`config.mk`:
```
export PLATFORM = sky130hd
export DESIGN_NAME = dual_order_task_queue
export DESIGN_NICKNAME = d
export VERILOG_FILES = /design/src/sv/dotq_pkg.sv /design/src/sv/dotq_datapath.sv /design/src/sv/dotq_ctrl.sv /design/src/sv/dual_order_task_queue.sv
export VERILOG_INCLUDE_DIRS = /design/src /design/src/sv
export SDC_FILE = /design/constraint.sdc
export NUM_CORES = 2
export LEC_CHECK = 0
export ABC_AREA = 0
export BUFFER_PORTS_ARGS = -buffer_cell sky130_fd_sc_hd__buf_2
export CORE_AREA = 2 2 423 299
export DETAILED_ROUTE_END_ITERATION = 7
export DIE_AREA = 0 0 425 301
export PLACE_DENSITY = 0.7
export SYNTH_ARGS = -nofsm -noshare
export SYNTH_HDL_FRONTEND = slang
export SYNTH_SLANG_ARGS = --single-unit
```
`constraint.sdc`:
```
create_clock -name clk -period 21.5 [get_ports clk]
set_input_delay 3.225 -clock clk [delete_from_list [all_inputs] [get_ports clk]]
set_output_delay 3.225 -clock clk [all_outputs]
set_load 0.02 [all_outputs]
```
`src/sv/dual_order_task_queue_macros.svh`:
```
// Assertion macros shared by the task queue modules
`ifndef DUAL_ORDER_TASK_QUEUE_MACROS_SVH
`define DUAL_ORDER_TASK_QUEUE_MACROS_SVH
// check that a condition implies a consequence in the same cycle
`define DOTQ_ASSERT_IMP(label, clk, rst, cond, cons) \
  label: assert property (@(posedge clk) disable iff (rst) (cond) |-> (cons)) \
    else $error("label failed");
// check that a condition implies a consequence in the next cycle
`define DOTQ_ASSERT_NEXT(label, clk, rst, cond, cons) \
  label: assert property (@(posedge clk) disable iff (rst) (cond) |=> (cons)) \
    else $error("label failed");
`endif

```
`src/sv/dotq_pkg.sv`:
```
`default_nettype none
package dotq_pkg;
  localparam int DepthDefault = 16;
  localparam int PrioBitsDefault = 8;
  localparam int ArrBits = 17;

  localparam logic [3:0] ActInsert  = 4'd0;
  localparam logic [3:0] ActPopP    = 4'd1;
  localparam logic [3:0] ActPopT    = 4'd2;
  localparam logic [3:0] ActPeekP   = 4'd3;
  localparam logic [3:0] ActPeekT   = 4'd4;
  localparam logic [3:0] ActListP   = 4'd5;
  localparam logic [3:0] ActListT   = 4'd6;
  localparam logic [3:0] ActChgP    = 4'd7;
  localparam logic [3:0] ActChgT    = 4'd8;

  localparam logic [1:0] StOk       = 2'd0;
  localparam logic [1:0] StEmpty    = 2'd1;
  localparam logic [1:0] StFull     = 2'd2;
  localparam logic [1:0] StNotFound = 2'd3;

  // datapath operations, one per controller step
  typedef enum logic [3:0] {
    OpNone, OpLoad, OpFindFree, OpWriteSlot, OpScan, OpRemove, OpPlace,
    OpWriteKey, OpEmit, OpFree
  } dp_op_t;

  typedef struct packed {
    dp_op_t op;
    logic   sel_time;  // work on the time order
    logic   use_new;   // scan keys at the new value
    logic   match;     // scan for an exact match instead of a place
  } dp_cmd_t;

  typedef struct packed {
    logic done;      // scan or sweep finished
    logic found;     // scan matched
    logic empty;
    logic full;
    logic last_item; // emit index reached final entry
  } dp_stat_t;

  function automatic logic [ArrBits-1:0] arrival(input logic [4:0] h, input logic [5:0] m,
                                                 input logic [5:0] s);
    arrival = ArrBits'(h) * ArrBits'(3600) + ArrBits'(m) * ArrBits'(60) + ArrBits'(s);
  endfunction
endpackage
`default_nettype wire

```
`src/sv/dotq_datapath.sv`:
```
`default_nettype none
module dotq_datapath import dotq_pkg::*; #(
  parameter int DEPTH = DepthDefault,
  parameter int PRIORITY_BITS = PrioBitsDefault
) (
  input  wire logic        clk,
  input  wire logic        rst,
  input  wire dp_cmd_t     cmd,
  output dp_stat_t         stat,
  input  wire logic [76:0] req,
  output logic [40:0]      res_data
);
  localparam int IW = $clog2(DEPTH);
  localparam int CW = $clog2(DEPTH + 1);

  logic [PRIORITY_BITS-1:0] s_prio [DEPTH];
  logic [4:0]   s_h [DEPTH];
  logic [5:0]   s_m [DEPTH];
  logic [5:0]   s_s [DEPTH];
  logic [ArrBits-1:0] s_arr [DEPTH];
  logic [15:0]  s_tag [DEPTH];
  logic [DEPTH-1:0] used;
  logic [IW-1:0] p_ord [DEPTH];
  logic [IW-1:0] t_ord [DEPTH];
  logic [CW-1:0] count;

  // request register fields
  logic [76:0] r;
  logic [3:0] r_act;
  logic [PRIORITY_BITS-1:0] key_p, new_p;
  logic [ArrBits-1:0] key_t, new_t;
  logic [IW-1:0] slot, idx;
  logic [CW-1:0] ptr, n;
  logic found;

  assign r_act = r[3:0];
  assign key_p = PRIORITY_BITS'(r[11:4]);
  assign new_p = PRIORITY_BITS'(r[52:45]);
  assign key_t = arrival(r[16:12], r[22:17], r[28:23]);
  assign new_t = arrival(r[57:53], r[63:58], r[69:64]);

  logic [IW-1:0] cur;
  logic scan_hit;
  assign cur = cmd.sel_time ? t_ord[ptr[IW-1:0]] : p_ord[ptr[IW-1:0]];
  always_comb begin
    if (cmd.match)
      scan_hit = cmd.sel_time ? (s_arr[cur] == key_t) : (s_prio[cur] == key_p);
    else if (cmd.sel_time)
      scan_hit = !(s_arr[cur] < (cmd.use_new ? new_t : key_t));
    else
      scan_hit = !(s_prio[cur] > (cmd.use_new ? new_p : key_p));
  end

  always_comb begin
    stat.empty = (count == '0);
    stat.full = (count == CW'(DEPTH));
    stat.found = (ptr < n) && scan_hit;
    // during a list step the next entry is the one that follows ptr
    stat.last_item = (cmd.op == OpEmit) ? (ptr + CW'(2) == count) : (ptr + 1'b1 == count);
    stat.done = 1'b0;
    case (cmd.op)
      OpFindFree: stat.done = !used[ptr[IW-1:0]] || ptr == CW'(DEPTH - 1);
      OpScan:     stat.done = (ptr >= n) || scan_hit;
      OpRemove:   stat.done = (ptr + 1'b1 >= count);
      OpPlace:    stat.done = (ptr <= CW'(idx));
      default:    stat.done = 1'b0;
    endcase
  end

  // one step of the selected operation per cycle
  always_ff @(posedge clk) begin
    if (rst) begin
      used <= '0;
      count <= '0;
      ptr <= '0;
      found <= 1'b0;
    end else begin
      case (cmd.op)
        OpLoad: begin
          r <= req;
          ptr <= '0;
          found <= 1'b0;
          n <= count;
        end
        OpFindFree: begin
          if (!used[ptr[IW-1:0]]) slot <= ptr[IW-1:0];
          else ptr <= ptr + 1'b1;
        end
        OpWriteSlot: begin
          used[slot] <= 1'b1;
          s_prio[slot] <= key_p;
          s_h[slot] <= r[16:12];
          s_m[slot] <= r[22:17];
          s_s[slot] <= r[28:23];
          s_arr[slot] <= key_t;
          s_tag[slot] <= r[44:29];
          ptr <= '0;
        end
        OpScan: begin
          if (ptr < n && scan_hit) begin
            idx <= ptr[IW-1:0];
            found <= 1'b1;
            if (cmd.match) slot <= cur;
          end else if (ptr >= n) begin
            idx <= ptr[IW-1:0];
          end else ptr <= ptr + 1'b1;
          if (!(ptr < n && !scan_hit) && !cmd.match) ptr <= n;
        end
        // close the gap left by the selected slot, wherever it sits
        OpRemove: begin
          if (ptr + 1'b1 < count) begin
            if (found || cur == slot) begin
              if (cmd.sel_time) t_ord[ptr[IW-1:0]] <= t_ord[IW'(ptr + 1'b1)];
              else p_ord[ptr[IW-1:0]] <= p_ord[IW'(ptr + 1'b1)];
              found <= 1'b1;
            end
            ptr <= ptr + 1'b1;
          end else begin
            n <= count - 1'b1;
            ptr <= '0;
            found <= 1'b0;
          end
        end
        OpPlace: begin
          if (ptr > CW'(idx)) begin
            if (cmd.sel_time) t_ord[ptr[IW-1:0]] <= t_ord[IW'(ptr - 1'b1)];
            else p_ord[ptr[IW-1:0]] <= p_ord[IW'(ptr - 1'b1)];
            ptr <= ptr - 1'b1;
          end else begin
            if (cmd.sel_time) t_ord[idx] <= slot;
            else p_ord[idx] <= slot;
            ptr <= '0;
          end
        end
        OpWriteKey: begin
          if (cmd.sel_time) begin
            s_h[slot] <= r[57:53];
            s_m[slot] <= r[63:58];
            s_s[slot] <= r[69:64];
            s_arr[slot] <= new_t;
          end else s_prio[slot] <= new_p;
          ptr <= '0;
        end
        OpEmit: begin
          if (r_act == ActListP || r_act == ActListT) begin
            slot <= cmd.sel_time ? t_ord[IW'(ptr + 1'b1)] : p_ord[IW'(ptr + 1'b1)];
            ptr <= ptr + 1'b1;
          end
        end
        OpFree: begin
          used[slot] <= 1'b0;
          count <= count - 1'b1;
          n <= count;
          ptr <= '0;
        end
        OpNone: ;
        default: ;
      endcase
      if (cmd.op == OpLoad && req[3:0] != ActInsert)
        slot <= (req[3:0] == ActPopT || req[3:0] == ActPeekT || req[3:0] == ActListT) ?
                t_ord[0] : p_ord[0];
      if (cmd.op == OpPlace && ptr <= CW'(idx) && cmd.sel_time && r_act == ActInsert)
        count <= count + 1'b1;
    end
  end

  assign res_data = {s_tag[slot], s_s[slot], s_m[slot], s_h[slot], 8'(s_prio[slot])};

  `include "dual_order_task_queue_macros.svh"
  `DOTQ_ASSERT_IMP(a_count_range, clk, rst, 1'b1, count <= CW'(DEPTH))
  `DOTQ_ASSERT_IMP(a_used_count, clk, rst, cmd.op == OpLoad, $countones(used) == 32'(count))
  `DOTQ_ASSERT_NEXT(a_free_dec, clk, rst, cmd.op == OpFree, count == $past(count) - 1'b1)
endmodule
`default_nettype wire

```
`src/sv/dotq_ctrl.sv`:
```
`default_nettype none
module dotq_ctrl import dotq_pkg::*; (
  input  wire logic       clk,
  input  wire logic       rst,
  input  wire logic       in_valid,
  output logic            in_ready,
  input  wire logic [3:0] in_action,
  output logic            out_valid,
  input  wire logic       out_ready,
  output logic [1:0]      out_status,
  output logic            out_none,
  output logic            out_last,
  output dp_cmd_t         cmd,
  input  wire dp_stat_t   stat
);
  typedef enum logic [3:0] {
    S_IDLE, S_LOAD, S_FREE_SCAN, S_WRITE, S_SCAN1, S_PLACE1, S_SCAN2, S_PLACE2,
    S_MATCH, S_REMOVE, S_NEWKEY, S_POP_P, S_POP_T, S_FREE, S_OUT, S_EMIT
  } state_t;

  state_t state;
  logic [3:0] act;
  logic side; // 0 priority order, 1 time order

  assign in_ready = (state == S_IDLE);

  always_comb begin
    cmd = '{op: OpNone, sel_time: side, use_new: 1'b0, match: 1'b0};
    case (state)
      // request fields are captured at the accepting edge
      S_IDLE:      if (in_valid && in_action <= ActChgT) cmd.op = OpLoad;
      S_FREE_SCAN: cmd.op = OpFindFree;
      S_WRITE:     cmd.op = OpWriteSlot;
      S_SCAN1:     begin cmd.op = OpScan; cmd.sel_time = 1'b0; end
      S_PLACE1:    begin cmd.op = OpPlace; cmd.sel_time = 1'b0; end
      S_SCAN2:     begin cmd.op = OpScan; cmd.sel_time = side; cmd.use_new = (act != ActInsert); end
      S_PLACE2:    begin cmd.op = OpPlace; cmd.sel_time = side; end
      S_MATCH:     begin cmd.op = OpScan; cmd.match = 1'b1; end
      S_REMOVE:    cmd.op = OpRemove;
      S_NEWKEY:    cmd.op = OpWriteKey;
      S_POP_P:     begin cmd.op = OpRemove; cmd.sel_time = 1'b0; end
      S_POP_T:     begin cmd.op = OpRemove; cmd.sel_time = 1'b1; end
      S_FREE:      cmd.op = OpFree;
      S_EMIT:      if (out_ready) cmd.op = OpEmit;
      default:     cmd.op = OpNone;
    endcase
  end

  // sequencer; results wait in S_OUT or S_EMIT until taken
  always_ff @(posedge clk) begin
    if (rst) begin
      state <= S_IDLE;
      out_valid <= 1'b0;
    end else begin
      case (state)
        S_IDLE: if (in_valid) begin
          act <= in_action;
          side <= (in_action == ActPopT || in_action == ActPeekT ||
                   in_action == ActListT || in_action == ActChgT);
          if (in_action <= ActChgT) state <= S_LOAD;
        end
        S_LOAD: begin
          out_none <= 1'b0; out_last <= 1'b1; out_status <= StOk;
          if (act == ActInsert) begin
            if (stat.full) begin
              out_status <= StFull; out_none <= 1'b1; out_valid <= 1'b1; state <= S_OUT;
            end else begin
              side <= 1'b1; state <= S_FREE_SCAN;
            end
          end else if (stat.empty) begin
            out_status <= StEmpty; out_none <= 1'b1; out_valid <= 1'b1; state <= S_OUT;
          end else if (act == ActPopP || act == ActPopT) begin
            out_valid <= 1'b1; state <= S_OUT;
          end else if (act == ActPeekP || act == ActPeekT) begin
            out_valid <= 1'b1; state <= S_OUT;
          end else if (act == ActListP || act == ActListT) begin
            out_last <= stat.last_item; out_valid <= 1'b1; state <= S_EMIT;
          end else state <= S_MATCH;
        end
        S_FREE_SCAN: if (stat.done) state <= S_WRITE;
        S_WRITE:  state <= S_SCAN1;
        S_SCAN1:  if (stat.done) state <= S_PLACE1;
        S_PLACE1: if (stat.done) state <= S_SCAN2;
        S_SCAN2:  if (stat.done) state <= S_PLACE2;
        S_PLACE2: if (stat.done) begin out_valid <= 1'b1; state <= S_OUT; end
        S_MATCH:  if (stat.done) begin
          if (stat.found) state <= S_REMOVE;
          else begin
            out_status <= StNotFound; out_none <= 1'b1; out_valid <= 1'b1; state <= S_OUT;
          end
        end
        S_REMOVE: if (stat.done) state <= S_NEWKEY;
        S_NEWKEY: state <= S_SCAN2;
        S_POP_P:  if (stat.done) state <= S_POP_T;
        S_POP_T:  if (stat.done) state <= S_FREE;
        S_FREE:   state <= S_IDLE;
        S_OUT: if (out_ready) begin
          out_valid <= 1'b0;
          state <= (!out_none && (act == ActPopP || act == ActPopT)) ? S_POP_P : S_IDLE;
        end
        S_EMIT: if (out_ready) begin
          if (out_last) begin out_valid <= 1'b0; state <= S_IDLE; end
          else out_last <= stat.last_item;
        end
        default: state <= S_IDLE;
      endcase
    end
  end

  `include "dual_order_task_queue_macros.svh"
  `DOTQ_ASSERT_IMP(a_ready_idle, clk, rst, out_valid, !in_ready)
  `DOTQ_ASSERT_NEXT(a_hold, clk, rst, out_valid && !out_ready, out_valid)
endmodule
`default_nettype wire

```
`src/sv/dual_order_task_queue.sv`:
```
`default_nettype none
// Peek, pop and empty/full replies are offered from S_LOAD, entered once the request is taken.
// Insert and change walk their scan and place states; list gives one result per cycle while
// m_tready is high. Pop repairs both orders and frees its slot after its result is taken.
// One request at a time, the next taken once the block is idle again; orders walk 1 entry/cycle.
// Synchronous active-high reset empties the table; slot contents stay unset.
module dual_order_task_queue import dotq_pkg::*; #(
  parameter int DEPTH = DepthDefault,
  parameter int PRIORITY_BITS = PrioBitsDefault
) (
  input  wire logic        clk,
  input  wire logic        rst,
  input  wire logic        s_tvalid,
  output logic             s_tready,
  // action[3:0] priority_req[11:4] hours[16:12] minutes[22:17] seconds[28:23]
  // task_tag[44:29] new_priority[52:45] new_hours[57:53] new_minutes[63:58]
  // new_seconds[69:64], zero fill to 80
  input  wire logic [79:0] s_tdata,
  output logic             m_tvalid,
  input  wire logic        m_tready,
  // status[1:0] out_priority[9:2] out_hours[14:10] out_minutes[20:15]
  // out_seconds[26:21] out_tag[42:27], zero fill to 48
  output logic [47:0]      m_tdata,
  output logic             m_tlast
);
  dp_cmd_t cmd;
  dp_stat_t stat;
  logic [1:0] st;
  logic none;
  logic [40:0] rd;

  dotq_ctrl u_ctrl (
    .clk, .rst, .in_valid(s_tvalid), .in_ready(s_tready), .in_action(s_tdata[3:0]),
    .out_valid(m_tvalid), .out_ready(m_tready), .out_status(st), .out_none(none),
    .out_last(m_tlast), .cmd, .stat
  );

  dotq_datapath #(.DEPTH(DEPTH), .PRIORITY_BITS(PRIORITY_BITS)) u_dp (
    .clk, .rst, .cmd, .stat, .req(s_tdata[76:0]), .res_data(rd)
  );

  assign m_tdata = {5'd0, none ? 41'd0 : rd, st};
endmodule
`default_nettype wire
```
# After elaboration in Yosys (flattened, before gate mapping)
# Memory sizes are Yosys's and may differ from the RTL's. A register that Yosys moved wholly into a read port is not among the register bits.
# Index checks and enable logic that the tools add are counted.
[totals] mem_bits_rw=1056 word_cells=359 inputBits=84 mem_count=8 reg_bits=124
[classes] multipliers=4 n_lt_le_gt_ge=12 mux=163 reduce_logical=64 bitwise=11 n_eq_ne=73 n_addsub=9
[memory_table] memory="u_dp.s_arr" depth=16 width=17 rd=1 rd_clocked_by_memory_dff=0 write_ports=1 line="dotq_datapath.sv:20" text="logic [ArrBits-1:0] s_arr [DEPTH];"
[memory_table] memory="u_dp.s_tag" depth=16 width=16 rd=1 rd_clocked_by_memory_dff=1 write_ports=1 line="dotq_datapath.sv:21" text="logic [15:0] s_tag [DEPTH];"
[memory_table] memory="u_dp.s_prio" depth=16 width=8 rd=2 rd_clocked_by_memory_dff=1 write_ports=1 line="dotq_datapath.sv:16" text="logic [PRIORITY_BITS-1:0] s_prio [DEPTH];"
[memory_table] memory="u_dp.s_m" depth=16 width=6 rd=1 rd_clocked_by_memory_dff=1 write_ports=1 line="dotq_datapath.sv:18" text="logic [5:0] s_m [DEPTH];"
[memory_table] memory="u_dp.s_s" depth=16 width=6 rd=1 rd_clocked_by_memory_dff=1 write_ports=1 line="dotq_datapath.sv:19" text="logic [5:0] s_s [DEPTH];"
[memory_table] memory="u_dp.s_h" depth=16 width=5 rd=1 rd_clocked_by_memory_dff=1 write_ports=1 line="dotq_datapath.sv:17" text="logic [4:0] s_h [DEPTH];"
[memory_table] memory="2 more memories"
[op_table] op="$mux 4" n=46
[op_table] op="$mux 1" n=77
[op_table] op="$pmux 4 s16" n=1
[op_table] op="$eq 4x3->1 const B" n=15
[op_table] op="$mux 5" n=11
[op_table] op="$eq 4x4->1 const B" n=11
[op_table] op="$mux 41" n=1
[op_table] op="$pmux 4 s9" n=1
[op_table] op="$add 17x12->17" n=2
[op_table] op="$add 17x6->17" n=2
[op_table] op="$mux 17" n=2
[op_table] op="$ne 2x2->1 const B" n=17
[op_table] op="$pmux 16 s2" n=1
[op_table] op="$pmux 5 s6" n=1
[op_table] op="$eq 4x2->1 const B" n=7
[op_table] op="$mul 5x8->13 const B" n=2
[op_table] op="$mul 6x4->10 const B" n=2
[op_table] op="$eq 17x17->1" n=1
[op_table] op="$lt 17x17->1" n=1
[op_table] op="$and 16x16->16" n=1
[op_table] op="$mux 8" n=2
[op_table] op="$not 16->16" n=1
[op_table] op="$or 16x16->16" n=1
[op_table] op="$ne 3x3->1 const B" n=5
[op_table] op="other kinds (55)" n=125

# Longest topological paths before layout
# An unclocked memory read counts as a cell.
[depth] ltp_word=17 ltp_mapped=35 mapped_depth_nobuf=35

# Hierarchy
# From an unflattened synthesis, not the netlist that was laid out.
[hier_totals] hier_cells=3660 area_unflattened_um2=56015.0
[modules_own_cells] mod="dotq_datapath" instances=1 area_per_inst_um2=54623.6 seq_area_each_um2=33942.6 cells_each=3480
[modules_own_cells] mod="dotq_ctrl" instances=1 area_per_inst_um2=1073.5 seq_area_each_um2=370.4 cells_each=129
[modules_own_cells] mod="dual_order_task_queue" instances=1 area_per_inst_um2=317.8 seq_area_each_um2=0.0 cells_each=51

# Worst setup path after synthesis
# No wires, ideal clock.
[synth_timing] kind="in2reg" start="in rst" end="reg u_dp.r[0] (enable)" setup_slack_ns=14.234 n_path_buf=3 t_required_ns=21.001 t_arrival_ns=6.768 stages=4 cell_sequence="clkbuf_1 -> clkbuf_1 -> buf_1 -> nor2_1"
[synth_between] elab_chain_cells=2
[synth_lines] item="start, declared" line="dual_order_task_queue.sv:12" text="input wire logic rst,"
[synth_lines] item="$not 1->1 (no source line)"
[synth_lines] item="$reduce_and 2->1 (no source line)"
[synth_lines] item="end signal, assigned" line="dotq_datapath.sv:80" text="r <= req;"
[synth_lines] item="end, declared" line="dotq_datapath.sv:28" text="logic [76:0] r;"
# Every way passes these cells.
# A chain may end at the register's enable or synchronous reset.

==> results.json <==
{
  "path_cells": "nor2_1, a22oi_1, a221oi_1, or4_4, buf_4, a311oi_1, nor3_1, nor2_1, ha_1, a21o_1, a21o_1, a21o_1, a21o_1, a21o_1, a21oi_1, o2111ai_1, a211oi_1, buf_4, nor2_1, nand2_1, o41ai_4, o21ai_2, a31oi_1, nor4_1",
  "drive_gt1_share_pct": 21.09,
  "setup_tns_ps": 0,
  "worstPathRequired_ps": 21850,
  "cts_made_buffers": 105,
  "fin_ws_ps": 12310,
  "wl_per_cell_um": 27.13,
  "clk_pin_slew_ps": 70,
  "setup_violations": 0,
  "final.period_utilization_pct": 42.72,
  "crit_type": "register to register",
  "yosysUniqueCellTypes": 87,
  "grt_pass1_vias": 32910,
  "drt-met1-wl_um": 63490,
  "worstSetupStartpointType": "register",
  "dr.pass1.iters": 6,
  "syn_inst": 3654,
  "ant_nets": 0,
  "grt_start_max_net_pins": 67,
  "drc": 0,
  "area_delta_synth_final_pct": 11.88,
  "synth.avg_cell_area_um2": 15.18,
  "p_total_mw": 9.337,
  "clk_path_buf_depth": 3,
  "clk_latency_ps": 720,
  "totalWireLength_um": 149800,
  "slowest_stage": "nor2_1",
  "worst-slew-pin-transition_ps": 1327,
  "cp_num_buf_inv": 2,
  "async_flop_share_pct": 0,
  "cts-htree-levels": 3,
  "cts_num_sinks": 1156,
  "place_congestion": 0.9083,
  "cts_resized": 0,
  "yosysTopAreaCellShare_pct": 60.41,
  "ctsHoldBuffers": 0,
  "cts-root-buf": "clkbuf_16",
  "synth_edf_count": 1116,
  "grt_remaining_overflow": 0,
  "core_um2": 123500,
  "die_w_um": 425,
  "start_util_pct": 44.91,
  "worstPathArrival_ps": 9530,
  "slew_violations": 0,
  "grtUsageTotal_pct": 23.18,
  "worstPathMaxFanout": 54,
  "ys.flop_type": "edfxtp_1",
  "fp.dieH_um": 301,
  "min-delay-path-class": "register to register",
  "rows": 108,
  "timing.fmax_ghz": 0.1089,
  "routed.top_layer": "met4",
  "multiInputGateArea_um2": 20020,
  "io_buffers": 119,
  "power_density_nw_per_um2": 150.5,
  "slew_headroom_pct": 11.18,
  "final_cells": 5523,
  "cpPeakStageDelay_ps": 1020,
  "post-place-ws_ps": 12850,
  "antenna_cells": 0,
  "skew_ps": 49.33,
  "place_inst": 5323,
  "fill_cells": 10220,
  "hold_ws_ps": 515.8,
  "synth.cell_area_um2": 55470,
  "ff_latch_area_um2": 34330,
  "met2_length_um": 65990,
  "synthTopCellsByArea": "edfxtp_1 (60%), mux4_2 (12%), ha_1 (3.3%)",
  "p_leak_nw": 20.97,
  "cts_tree": "yes",
  "layout_min_cycle_time_ps": 9186,
  "worst_path_most_repeated_cell": "a21o_1",
  "cp-end-kind": "register",
  "grt_pass1_wl_um": 219800,
  "synth_seq_cells": 1156,
  "io_pins": 135,
  "hpwl_um": 93900,
  "rsz0062_at_grt": "false",
  "antenna_found_initial": 1,
  "drt_iter0_drc": 4767,
  "drv_cap": 0,
  "yosysWarnings": 0,
  "wl_met3_um": 16620,
  "status": "finished clean",
  "yosys.area.top_type": "edfxtp_1",
  "vdd_drop_max_v": 0.0001007,
  "num_vias": 34260,
  "fin_nets": 4039,
  "seq_area_frac_synth_pct": 61.86,
  "dieArea_um2": 127900,
  "avgViaCountPerCell": 6.203,
  "cp_top_family": "compound AO/OA/AOI/OAI gates",
  "cts_setup_buffers": 0,
  "finalHoldViolCount": 0
}
## cells in the mapped netlist, drive strengths merged (25+ instances only)
| master | n |
|---|---|
| a22oi | 27 |
| a31oi | 30 |
| clkbuf | 113 |
| ha | 145 |
| nand3 | 110 |
| xnor2 | 67 |
| xor2 | 25 |
| a21oi | 116 |
| o21ai | 88 |
| nand4 | 26 |
| dfxtp | 40 |
| nor3 | 34 |
| mux4 | 295 |
| edfxtp | 1116 |
| buf | 97 |
| and3 | 25 |
| nor2b | 65 |
| a211oi | 49 |
| inv | 121 |
| nor2 | 225 |
| mux2 | 43 |
| a21o | 30 |
| nand2 | 287 |
| mux2i | 180 |
| fa | 30 |
## cell type report
| cell class | count | area share [%] |
|---|---|---|
| sequential | 1156 | 55.32 |
| multi-input combinational | 2169 | 32.26 |
| clock buffer | 116 | 4.385 |
| tap | 1650 | 3.327 |
| timing repair buffer | 225 | 2.242 |
| clock inverter | 84 | 1.722 |
| inverter | 123 | 0.7440 |
## worst reg2reg max path, delay by kind of cell (launching register included)
family / cells / cell delay, ps
compound gates: 14 / 3650
fa+ha+maj: 1 / 330
buf+inv: 2 / 1010
flops: 1 / 550
simple gates: 7 / 3280
## routing by layer
layer	track usage (%)	up-vias
li1	-	14610
met1	34.83	17410
met2	34.19	2003
met3	5.212	237
met4	5.885	0
met5	0	-
## path summary, 6_finish.rpt
path | from | to | slack [ps] | cells past startpoint
max | register | u_ctrl.out_status[0] | 12310 | 24
min | register | register | 520 | 2
max reg2reg | register | u_ctrl.out_status[0] | 12310 | 24
min reg2reg | register | register | 520 | 2
## cells by family after synthesis
group | share of synthesized area (%)
AO/OA/AOI/OAI | 6.573
XOR/XNOR | 1.453
other | 0.006760
multiplexers | 16.12
flip-flops | 61.86
buffers and inverters | 2.549
AND/OR/NAND/NOR | 7.085
adder cells (fa/ha/maj) | 4.353
## per-stage QoR
stage	instance area [µm²]	util (%)
3_3_place_gp	58270	47.18
5_1_grt	62060	50.25
4_1_cts	62060	50.25
6_report	62060	50.25
3_5_place_dp	58270	47.18
2_1_floorplan	55490	-
## sequential cells by signal, summed over array words and instances (netlist names), 2 cells and up, named ones only
| register | flops |
|---|---|
| u_dp.s_h | 80 |
| u_dp.ptr | 5 |
| u_dp.r | 70 |
| u_dp.n | 5 |
| u_dp.s_s | 64 |
| u_dp.s_prio | 128 |
| u_dp.idx | 4 |
| u_dp.slot | 4 |
| u_dp.s_tag | 256 |
| u_ctrl.act | 4 |
| u_dp.s_m | 96 |
| u_ctrl.state | 4 |
| u_dp.count | 5 |
| u_dp.t_ord | 64 |
| u_ctrl.out_status | 2 |
| u_dp.s_arr | 272 |
| u_dp.p_ord | 64 |
## cell usage in the layout, fill, tap and decap left out, drive strengths merged, types with 11 or more instances in the layout
| cell | n |
|---|---|
| fa | 30 |
| ha | 145 |
| a21oi | 116 |
| nor2b | 65 |
| mux2i | 180 |
| o21a | 14 |
| xnor2 | 67 |
| bufinv | 21 |
| a221oi | 11 |
| xor2 | 25 |
| inv | 127 |
| a21o | 30 |
| nand3 | 110 |
| nor4 | 15 |
| a22oi | 27 |
| and3 | 25 |
| mux4 | 295 |
| nand2 | 287 |
| dfxtp | 40 |
| o22ai | 17 |
| a2111oi | 13 |
| a311oi | 14 |
| mux2 | 43 |
| o211ai | 16 |
| clkbuf | 116 |
| nand2b | 23 |
| clkinv | 53 |
| a31oi | 30 |
| a211oi | 49 |
| edfxtp | 1116 |
| buf | 225 |
| nand4 | 26 |
| nor2 | 225 |
| nor3 | 34 |
| a21boi | 12 |
| o21ai | 88 |
| o221ai | 14 |
## power breakdown
part / switching (mW) / internal (mW) / total, mW
combinational: 2.69 / 1.69 / 4.38
clock: 0.871 / 1.18 / 2.05
sequential: 0.125 / 2.78 / 2.91
total: 3.69 / 5.65 / 9.34
Note: power is estimated with default switching activity, not from simulation.
